<file path="src/dndc_pkg.sv">
package dndc_pkg;

  // Register stages from input transfer to the output register, inclusive.
  localparam int unsigned PIPE_DEPTH = 7;

  localparam logic [13:0] YEAR_MAX = 14'd9999;
  localparam logic [22:0] DN_MIN   = 23'd1720724;
  localparam logic [22:0] DN_MAX   = 23'd5372782;

  // 32075 from the algorithm plus the 702 day offset of the day number.
  localparam logic [23:0] DN_BIAS  = 24'd32777;
  // 68569 from the algorithm plus the 702 day offset.
  localparam logic [22:0] L_BIAS   = 23'd69271;

  localparam logic CMD_TO_DN   = 1'b0;
  localparam logic CMD_TO_DATE = 1'b1;

  // Reciprocal constants: floor(x / d) == (x * K) >> S whenever x * d < 2**S.
  localparam int unsigned          DIV100_SH = 21;
  localparam logic [14:0]          DIV100_K  = 15'((64'd1 << DIV100_SH) / 64'd100 + 64'd1);
  localparam int unsigned          DIVN_SH   = 43;
  localparam logic [25:0]          DIVN_K    = 26'((64'd1 << DIVN_SH) / 64'd146097 + 64'd1);
  localparam int unsigned          DIVI_SH   = 49;
  localparam logic [28:0]          DIVI_K    = 29'((64'd1 << DIVI_SH) / 64'd1461001 + 64'd1);
  localparam int unsigned          DIVJ_SH   = 28;
  localparam logic [16:0]          DIVJ_K    = 17'((64'd1 << DIVJ_SH) / 64'd2447 + 64'd1);

  typedef struct packed {
    logic        cmd;
    logic [13:0] year_in;
    logic [3:0]  month_in;
    logic [4:0]  day_in;
    logic [22:0] day_number_in;
  } dndc_in_t;

  typedef struct packed {
    logic [22:0] day_number_out;
    logic [13:0] year_out;
    logic [3:0]  month_out;
    logic [4:0]  day_out;
    logic        valid_res;
  } dndc_out_t;

  // (367 * (m - 2 - 12 * a)) / 12, where a is -1 for January and February.
  function automatic logic [8:0] mon_offset(input logic [3:0] m);
    logic [8:0] r;
    unique case (m)
      4'd1:    r = 9'd336;
      4'd2:    r = 9'd367;
      4'd3:    r = 9'd30;
      4'd4:    r = 9'd61;
      4'd5:    r = 9'd91;
      4'd6:    r = 9'd122;
      4'd7:    r = 9'd152;
      4'd8:    r = 9'd183;
      4'd9:    r = 9'd214;
      4'd10:   r = 9'd244;
      4'd11:   r = 9'd275;
      4'd12:   r = 9'd305;
      default: r = 9'd0;
    endcase
    return r;
  endfunction

  function automatic logic [4:0] month_len(input logic [3:0] m, input logic leap);
    logic [4:0] r;
    unique case (m)
      4'd1, 4'd3, 4'd5, 4'd7, 4'd8, 4'd10, 4'd12: r = 5'd31;
      4'd4, 4'd6, 4'd9, 4'd11:                   r = 5'd30;
      4'd2:                                      r = leap ? 5'd29 : 5'd28;
      default:                                   r = 5'd0;
    endcase
    return r;
  endfunction

  // (2447 * j) / 80 for every 4-bit j.
  function automatic logic [8:0] j_offset(input logic [3:0] j);
    logic [8:0] r;
    unique case (j)
      4'd0:  r = 9'd0;
      4'd1:  r = 9'd30;
      4'd2:  r = 9'd61;
      4'd3:  r = 9'd91;
      4'd4:  r = 9'd122;
      4'd5:  r = 9'd152;
      4'd6:  r = 9'd183;
      4'd7:  r = 9'd214;
      4'd8:  r = 9'd244;
      4'd9:  r = 9'd275;
      4'd10: r = 9'd305;
      4'd11: r = 9'd336;
      4'd12: r = 9'd367;
      4'd13: r = 9'd397;
      4'd14: r = 9'd428;
      4'd15: r = 9'd458;
      default: r = 9'd0;
    endcase
    return r;
  endfunction

endpackage

</file>
<file path="src/dndc_date_lane.sv">
module dndc_date_lane import dndc_pkg::*; (
  input  logic        clk,
  input  logic        en,
  input  logic [13:0] year,
  input  logic [3:0]  month,
  input  logic [4:0]  day,
  output logic [22:0] day_number,
  output logic        ok
);

  // Stage 1 registers.
  logic        ok1;
  logic [13:0] ys;
  logic [3:0]  ms;
  logic [4:0]  ds;
  logic [24:0] t1;
  logic [8:0]  t2;
  logic [28:0] prod_y;
  logic [28:0] prod_x3;

  logic        range_ok;
  logic [13:0] ys_next;
  logic [3:0]  ms_next;
  logic        feb;
  logic [14:0] ya;
  logic [13:0] x3;

  always_comb begin
    range_ok = (year != 14'd0) && (year <= YEAR_MAX) && (month >= 4'd1) &&
               (month <= 4'd12) && (day != 5'd0);
    // An out-of-range date is replaced by a harmless one so that every
    // intermediate stays inside its width; the result is zeroed later.
    ys_next  = range_ok ? year : 14'd1;
    ms_next  = range_ok ? month : 4'd1;
    feb      = (ms_next <= 4'd2);
    ya       = 15'(ys_next) + 15'd4800 - 15'(feb);
    x3       = 14'(15'(ys_next) + 15'd4900 - 15'(feb));
  end

  always_ff @(posedge clk) begin
    if (en) begin
      ok1     <= range_ok;
      ys      <= ys_next;
      ms      <= ms_next;
      ds      <= day;
      t1      <= 25'(ya) * 25'd1461;
      t2      <= mon_offset(ms_next);
      prod_y  <= 29'(ys_next) * 29'(DIV100_K);
      prod_x3 <= 29'(x3) * 29'(DIV100_K);
    end
  end

  // Stage 2: leap year, month length and the final sum.
  logic [6:0]  q_y;
  logic [7:0]  q3;
  logic        century;
  logic        leap;
  logic [4:0]  lim;
  logic [8:0]  t3;
  logic [23:0] sum;
  logic        ok_next;

  always_comb begin
    q_y     = prod_y[DIV100_SH +: 7];
    q3      = prod_x3[DIV100_SH +: 8];
    century = (ys == 14'(q_y) * 14'd100);
    leap    = century ? (q_y[1:0] == 2'd0) : (ys[1:0] == 2'd0);
    lim     = month_len(ms, leap);
    t3      = 9'((10'(q3) * 10'd3) >> 2);
    sum     = 24'(t1[24:2]) + 24'(t2) + 24'(ds) - 24'(t3) - DN_BIAS;
    ok_next = ok1 && (ds <= lim);
  end

  // Stage 2 onward: the result rides a delay line to the output stage.
  logic [22:0] dn_dly [PIPE_DEPTH-1];
  logic        ok_dly [PIPE_DEPTH-1];

  always_ff @(posedge clk) begin
    if (en) begin
      dn_dly[0] <= ok_next ? sum[22:0] : 23'd0;
      ok_dly[0] <= ok_next;
      for (int k = 1; k < PIPE_DEPTH - 1; k++) begin
        dn_dly[k] <= dn_dly[k-1];
        ok_dly[k] <= ok_dly[k-1];
      end
    end
  end

  assign day_number = dn_dly[PIPE_DEPTH-2];
  assign ok         = ok_dly[PIPE_DEPTH-2];

endmodule

</file>
<file path="src/dndc_dn_lane.sv">
module dndc_dn_lane import dndc_pkg::*; (
  input  logic        clk,
  input  logic        en,
  input  logic [22:0] day_number,
  output logic [13:0] year,
  output logic [3:0]  month,
  output logic [4:0]  day,
  output logic        ok
);

  // Stage 1: range check and the 400-year cycle product.
  logic        dn_ok;
  logic [22:0] l_next;
  logic        ok1;
  logic [22:0] l1;
  logic [50:0] prod_n;

  always_comb begin
    dn_ok  = (day_number >= DN_MIN) && (day_number <= DN_MAX);
    l_next = (dn_ok ? day_number : DN_MIN) + L_BIAS;
  end

  always_ff @(posedge clk) begin
    if (en) begin
      ok1    <= dn_ok;
      l1     <= l_next;
      prod_n <= 51'({l_next, 2'b00}) * 51'(DIVN_K);
    end
  end

  // Stage 2: day within the 400-year cycle.
  logic [7:0]  n_next;
  logic [15:0] l2_next;
  logic        ok2;
  logic [7:0]  n2;
  logic [15:0] l2;

  always_comb begin
    n_next  = prod_n[DIVN_SH +: 8];
    l2_next = 16'(l1 - 23'((26'(n_next) * 26'd146097 + 26'd3) >> 2));
  end

  always_ff @(posedge clk) begin
    if (en) begin
      ok2 <= ok1;
      n2  <= n_next;
      l2  <= l2_next;
    end
  end

  // Stage 3: numerator of the year-in-cycle quotient.
  logic        ok3;
  logic [7:0]  n3;
  logic [15:0] l2_3;
  logic [27:0] num_i;

  always_ff @(posedge clk) begin
    if (en) begin
      ok3   <= ok2;
      n3    <= n2;
      l2_3  <= l2;
      num_i <= 28'(17'(l2) + 17'd1) * 28'd4000;
    end
  end

  // Stage 4: reciprocal product for the division by 1461001.
  logic        ok4;
  logic [7:0]  n4;
  logic [15:0] l2_4;
  logic [56:0] prod_i;

  always_ff @(posedge clk) begin
    if (en) begin
      ok4    <= ok3;
      n4     <= n3;
      l2_4   <= l2_3;
      prod_i <= 57'(num_i) * 57'(DIVI_K);
    end
  end

  // Stage 5: year in cycle and day of the shifted year.
  logic [6:0]  i_next;
  logic [8:0]  l3_next;
  logic        ok5;
  logic [7:0]  n5;
  logic [6:0]  i5;
  logic [8:0]  l3;

  always_comb begin
    i_next  = prod_i[DIVI_SH +: 7];
    l3_next = 9'(17'(l2_4) - 17'((18'(i_next) * 18'd1461) >> 2) + 17'd31);
  end

  always_ff @(posedge clk) begin
    if (en) begin
      ok5 <= ok4;
      n5  <= n4;
      i5  <= i_next;
      l3  <= l3_next;
    end
  end

  // Stage 6: reciprocal product for the division by 2447.
  logic        ok6;
  logic [7:0]  n6;
  logic [6:0]  i6;
  logic [8:0]  l3_6;
  logic [32:0] prod_j;

  always_ff @(posedge clk) begin
    if (en) begin
      ok6    <= ok5;
      n6     <= n5;
      i6     <= i5;
      l3_6   <= l3;
      prod_j <= 33'(16'(l3) * 16'd80) * 33'(DIVJ_K);
    end
  end

  // Stage 7: assemble the date; invalid day numbers give all zeros.
  logic [3:0]  j;
  logic        past_dec;
  logic [3:0]  month_next;
  logic [4:0]  day_next;
  logic [13:0] year_next;

  always_comb begin
    j          = prod_j[DIVJ_SH +: 4];
    // j runs from March (1) through February of the next year (12).
    past_dec   = (j >= 4'd11);
    month_next = past_dec ? 4'(j - 4'd10) : 4'(j + 4'd2);
    day_next   = 5'(l3_6 - j_offset(j));
    year_next  = (14'(n6) - 14'd49) * 14'd100 + 14'(i6) + 14'(past_dec);
  end

  always_ff @(posedge clk) begin
    if (en) begin
      ok    <= ok6;
      year  <= ok6 ? year_next : 14'd0;
      month <= ok6 ? month_next : 4'd0;
      day   <= ok6 ? day_next : 5'd0;
    end
  end

endmodule

</file>
<file path="src/day_number_date_converter.sv">
// Gregorian date <-> day number converter (Julian day minus 702).
//
// Input channel in_valid/in_ready/in_data carries one request per transfer.
// With cmd at zero the year, month and day fields are checked and turned
// into a day number; with cmd at one day_number_in is turned into a date.
// Output channel out_valid/out_ready/out_data returns exactly one result per
// request, in order. valid_res is low for a date that does not exist or a
// day number outside 0001-01-01 .. 9999-12-31, and then every numeric field
// is zero; fields that belong to the other direction are always zero.
//
// The pipeline depth is set by the chain of constant reciprocal multiplies
// in the day-number-to-date path. A new request is taken every cycle as long
// as the output stage is empty or its result is taken.
// When the receiver holds out_ready low with a result waiting, the whole
// pipeline freezes and in_ready drops; nothing is lost or repeated.
// Reset (rst, synchronous) empties the pipeline; there is no other state.
module day_number_date_converter import dndc_pkg::*; (
  input  logic      clk,
  input  logic      rst,
  input  logic      in_valid,
  output logic      in_ready,
  input  dndc_in_t  in_data,
  output logic      out_valid,
  input  logic      out_ready,
  output dndc_out_t out_data
);

  logic [PIPE_DEPTH-1:0] vld;
  logic [PIPE_DEPTH-1:0] cmd_pipe;
  logic                  adv;

  assign adv      = !vld[PIPE_DEPTH-1] || out_ready;
  assign in_ready = adv;

  always_ff @(posedge clk) begin
    if (rst) begin
      vld <= '0;
    end else if (adv) begin
      vld <= {vld[PIPE_DEPTH-2:0], in_valid};
    end
  end

  always_ff @(posedge clk) begin
    if (adv) begin
      cmd_pipe <= {cmd_pipe[PIPE_DEPTH-2:0], in_data.cmd};
    end
  end

  logic [22:0] date_dn;
  logic        date_ok;
  logic [13:0] dn_year;
  logic [3:0]  dn_month;
  logic [4:0]  dn_day;
  logic        dn_ok;

  dndc_date_lane u_date_lane (
    .clk        (clk),
    .en         (adv),
    .year       (in_data.year_in),
    .month      (in_data.month_in),
    .day        (in_data.day_in),
    .day_number (date_dn),
    .ok         (date_ok)
  );

  dndc_dn_lane u_dn_lane (
    .clk        (clk),
    .en         (adv),
    .day_number (in_data.day_number_in),
    .year       (dn_year),
    .month      (dn_month),
    .day        (dn_day),
    .ok         (dn_ok)
  );

  always_comb begin
    if (cmd_pipe[PIPE_DEPTH-1] == CMD_TO_DN) begin
      out_data.day_number_out = date_dn;
      out_data.year_out       = 14'd0;
      out_data.month_out      = 4'd0;
      out_data.day_out        = 5'd0;
      out_data.valid_res      = date_ok;
    end else begin
      out_data.day_number_out = 23'd0;
      out_data.year_out       = dn_year;
      out_data.month_out      = dn_month;
      out_data.day_out        = dn_day;
      out_data.valid_res      = dn_ok;
    end
  end

  assign out_valid = vld[PIPE_DEPTH-1];

  // A rejected request carries no numbers.
  a_invalid_zero: assert property (@(posedge clk) disable iff (rst)
    out_valid && !out_data.valid_res |->
      out_data.day_number_out == 23'd0 && out_data.year_out == 14'd0 &&
      out_data.month_out == 4'd0 && out_data.day_out == 5'd0)
    else $error("rejected request returned nonzero fields");

  a_date_range: assert property (@(posedge clk) disable iff (rst)
    out_valid && out_data.valid_res && cmd_pipe[PIPE_DEPTH-1] == CMD_TO_DATE |->
      out_data.month_out >= 4'd1 && out_data.month_out <= 4'd12 &&
      out_data.day_out >= 5'd1 && out_data.day_out <= 5'd31 &&
      out_data.year_out >= 14'd1 && out_data.year_out <= YEAR_MAX)
    else $error("converted date out of range");

  a_dn_range: assert property (@(posedge clk) disable iff (rst)
    out_valid && out_data.valid_res && cmd_pipe[PIPE_DEPTH-1] == CMD_TO_DN |->
      out_data.day_number_out >= DN_MIN && out_data.day_number_out <= DN_MAX)
    else $error("converted day number out of range");

endmodule

</file>
<file path="config.mk">
export PLATFORM = sky130hd
export DESIGN_NAME = day_number_date_converter
export DESIGN_NICKNAME = d
export VERILOG_FILES = /design/src/dndc_pkg.sv /design/src/dndc_date_lane.sv /design/src/dndc_dn_lane.sv /design/src/day_number_date_converter.sv
export SDC_FILE = /design/constraint.sdc
export NUM_CORES = 2
export LEC_CHECK = 0
export BUFFER_PORTS_ARGS = -buffer_cell sky130_fd_sc_hd__buf_2
export CORE_ASPECT_RATIO = 0.9
export CORE_MARGIN = 2
export CORE_UTILIZATION = 45
export CTS_CLUSTER_DIAMETER = 200
export DETAILED_ROUTE_END_ITERATION = 8
export GPL_TIMING_DRIVEN = 1
export PLACE_DENSITY_LB_ADDON = 0.3
export SETUP_SLACK_MARGIN = 0.15
export SYNTH_ARGS = -nofsm -noshare
export SYNTH_HDL_FRONTEND = slang
export SYNTH_SLANG_ARGS = --single-unit
</file>
<file path="constraint.sdc">
create_clock -name clk -period 50.5 [get_ports clk]
set_clock_uncertainty 0.2 [all_clocks]
set_input_delay 5.05 -clock clk [delete_from_list [all_inputs] [get_ports clk]]
set_output_delay 5.05 -clock clk [all_outputs]
set_load 0.01 [all_outputs]
</file>
==> results.md <==
* Total track usage at 19.2%
* Hold-fix buffers, CTS at 0
* Ys async rst share at 0%
* CP max stage delay at 0.58 ns
* Post-Synthesis Cells at 5155
* CTS Sinks at 424
* Synth Register Bits at 424
* Die H at 342 um
* Synth warn at 0
* Post-Syn Area per Cell at 11.1 um2
* Worst EP arrival at 15.62 ns
* HP Class: flop to flop
* CP Max Fanout at 17
* Largest net degree at the start of global routing at 165
* Clk buf depth at 3
* First-pass GRT wire length at 196000 um
* Cell area after synthesis at 57100 um2
* Final-report setup violation count at 0
* Top_reg_cell synth: edfxtp_1
* Clk pin slew, worst setup/hold paths at 0.06 ns
* Post-synth EDFFs at 412
* Vias in the first global route at 36600
* Data required, critical path at 50.68 ns
* Die ar. at 130000 um2
* Crit share post-route at 30.6%
* Worst-margin pin slew at 1.22 ns
* Total number of vias at 34500
* Max-cap violation count at 0
* Final min period at 15.44 ns
* Vias/cell at 4.92
* Total CTS buffers at 49
* Max Fclk at 64.8 MHz
* Remaining DRCs at 0
* Setup TNS at 0 ns
* Final wirelength at 120000 um
* Endpoints failing hold at 0
* Fillers at 11300
* Chip width at 379 um
* Global placement routability congestion at 0.931
* Critical path's top delay family: adder cells
* Worst-Skew Late Latency at 0.65 ns
* Root Driver: clkbuf_16
* Status: complete, no violations
* Type of the worst setup path: input port to flop
* 1st-pass router iterations at 5
* Cts repair resizes at 0
* Worst slew margin at 18.5%
* RSZ-0062 raised after global routing: no
* Initial antenna violation count at 8
* Cell Rows at 123
* Synthesized Nets at 7125
* CTS tree: built
* Total congestion overflow at 0
* Fin nets at 7260
* Fin. max-slew vios at 0
* CP Capture Type: flop
* Top Ports at 100
* Area grow syn2layout at 7.56%
* Final ANT Viol Nets at 0
* Buffers on Ports at 99
* CP bufs+invs at 9
* Routed len/inst at 17.1 um
* Share of cells above drive strength 1 at 4.39%
* Crit start category: input port
* Post-DP HPWL at 105000 um
* Core ar. at 125000 um2
* Initial Utilization at 45.5%
* Seq/Total Area, Yosys at 22.1%
* Post-synth cell types at 84
* Setup Buffers After CTS at 0
* Setup slack, reg-to-reg at 42.14 ns
* CTS HTree Levels at 2
* Drt first-iter violations at 1762
* Worst path slowest cell: nand2_1
==> logic make-up (layout without fill, tap and decap cells) <==
logic type,count (synthesis),count (layout),share of synthesized area [%]
multiplexers,10,10,0.178
flip-flops,424,424,22.1
adder cells (fa/ha/maj),1919,1919,52.9
AO/OA/AOI/OAI,493,493,5.74
XOR/XNOR,283,283,4.38
other,0,1,0
AND/OR/NAND/NOR,609,609,5.37
buffers and inverters,1417,1592,9.34
==> registers in the layout, indices dropped and copies added (netlist names), 7 cells and up, named ones only <==
name,flops
cmd_pipe,7
u_dn_lane.i6,7
u_dn_lane.l3,9
u_dn_lane.prod_i,7
u_date_lane.t1,23
u_dn_lane.num_i,23
u_dn_lane.prod_n,8
u_date_lane.prod_x3,8
u_dn_lane.i5,7
u_date_lane.prod_y,7
u_dn_lane.l2_4,9
u_dn_lane.l2,16
u_dn_lane.l1,16
u_dn_lane.n6,8
vld,7
u_dn_lane.year,14
u_dn_lane.l2_3,9
u_dn_lane.n2,8
u_date_lane.ys,14
u_dn_lane.n5,8
u_date_lane.dn_dly,138
u_date_lane.t2,9
u_dn_lane.n4,8
u_dn_lane.n3,8
==> through the flow <==
step	cell area, um2	utilization, %	std cells	setup slack [ns]	hold WS (ns)
2_1_floorplan	57100	-	5155	28.53	0.200
3_3_place_gp	59700	47.6	6926	34.64	0.200
3_5_place_dp	59700	47.6	6926	34.45	0.205
4_1_cts	61400	48.9	7017	35.14	0.190
5_1_grt	61400	48.9	7017	34.49	0.204
6_report	61400	48.9	7018	35.06	0.192
==> synth_stat cells (12+ instances only) <==
| cell type | number | area [um2] |
|---|---|---|
| and2_1 | 56 | 350 |
| xnor2_1 | 185 | 1620 |
| nand4_1 | 19 | 119 |
| nand2b_1 | 18 | 113 |
| clkbuf_1 | 24 | 90.1 |
| a211oi_1 | 16 | 120 |
| o21ai_0 | 75 | 375 |
| nor2b_1 | 54 | 338 |
| o21a_1 | 22 | 165 |
| edfxtp_1 | 412 | 12400 |
| ha_1 | 1098 | 13700 |
| o211ai_1 | 14 | 105 |
| or3_1 | 16 | 100 |
| nand3_1 | 64 | 320 |
| nor3_1 | 40 | 200 |
| and3_1 | 22 | 138 |
| a21o_1 | 66 | 495 |
| nand2_1 | 122 | 458 |
| o21bai_1 | 31 | 233 |
| inv_1 | 1390 | 5220 |
| a31oi_1 | 20 | 125 |
| xor2_1 | 96 | 841 |
| dfxtp_1 | 12 | 240 |
| fa_1 | 821 | 16400 |
| a21oi_1 | 151 | 756 |
| nor2_1 | 149 | 559 |
| o31ai_1 | 13 | 97.6 |
==> cell usage in the layout (no fill, tap or decap), types with 13 or more instances in the layout <==
cell	count
inv_1	1389
ha_1	1098
fa_1	821
edfxtp_1	412
xnor2_1	185
a21oi_1	151
nor2_1	149
nand2_1	122
buf_2	99
xor2_1	96
o21ai_0	75
a21o_1	66
nand3_1	64
and2_1	56
nor2b_1	54
clkbuf_16	49
nor3_1	40
o21bai_1	31
o21a_1	22
and3_1	22
a31oi_1	20
nand4_1	19
nand2b_1	18
a211oi_1	16
or3_1	16
o211ai_1	14
o31ai_1	13
==> path summary, 6_finish.rpt <==
check | from | end | cells past startpoint
setup reg to reg | u_dn_lane.num_i[25]$_DFFE_PN_ | u_dn_lane.prod_i[54]$_DFFE_PN_ | 21
setup / recovery | in_data[17] | u_dn_lane.prod_n[50]$_DFFE_PN_ | 39
hold / removal | u_date_lane.dn_dly[0][0]$_SDFFCE_PN0N_ | u_date_lane.dn_dly[1][0]$_DFFE_PN_ | 0
hold reg to reg | u_date_lane.dn_dly[0][0]$_SDFFCE_PN0N_ | u_date_lane.dn_dly[1][0]$_DFFE_PN_ | 0
==> worst reg2reg max path, delay by kind of cell (launching register included) <==
kind,cells,cell delay [ns]
buf+inv,4,0.40
flops,1,0.55
xor+xnor,1,0.43
compound gates,4,1.06
simple gates,4,1.33
fa+ha+maj,8,4.12
==> per-layer routing <==
metal / global-route usage, % / up-vias / share of wire [%]
met3: 3.22 / 123 / 5.0
li1: - / 16900 / -
met5: 0 / - / 0.037
met4: 4.45 / 8 / 2.1
met2: 30.8 / 550 / 46
met1: 27.4 / 17000 / 47
==> area by class of cell <==
type / instances / area (um2) / share of cell area (%)
sequential: 424 / 12600 / 20.6
clock buffer: 58 / 1280 / 2.09
tap: 1687 / 2110 / 3.44
antenna: 1 / 2.50 / 0.00408
timing repair buffer: 109 / 596 / 0.971
clock inverter: 33 / 415 / 0.677
inverter: 1392 / 5230 / 8.53
multi-input combinational: 3314 / 39100 / 63.7
Power is not shown: default switching activity piles up to over one toggle a cycle in this logic, so the estimate is an artifact.
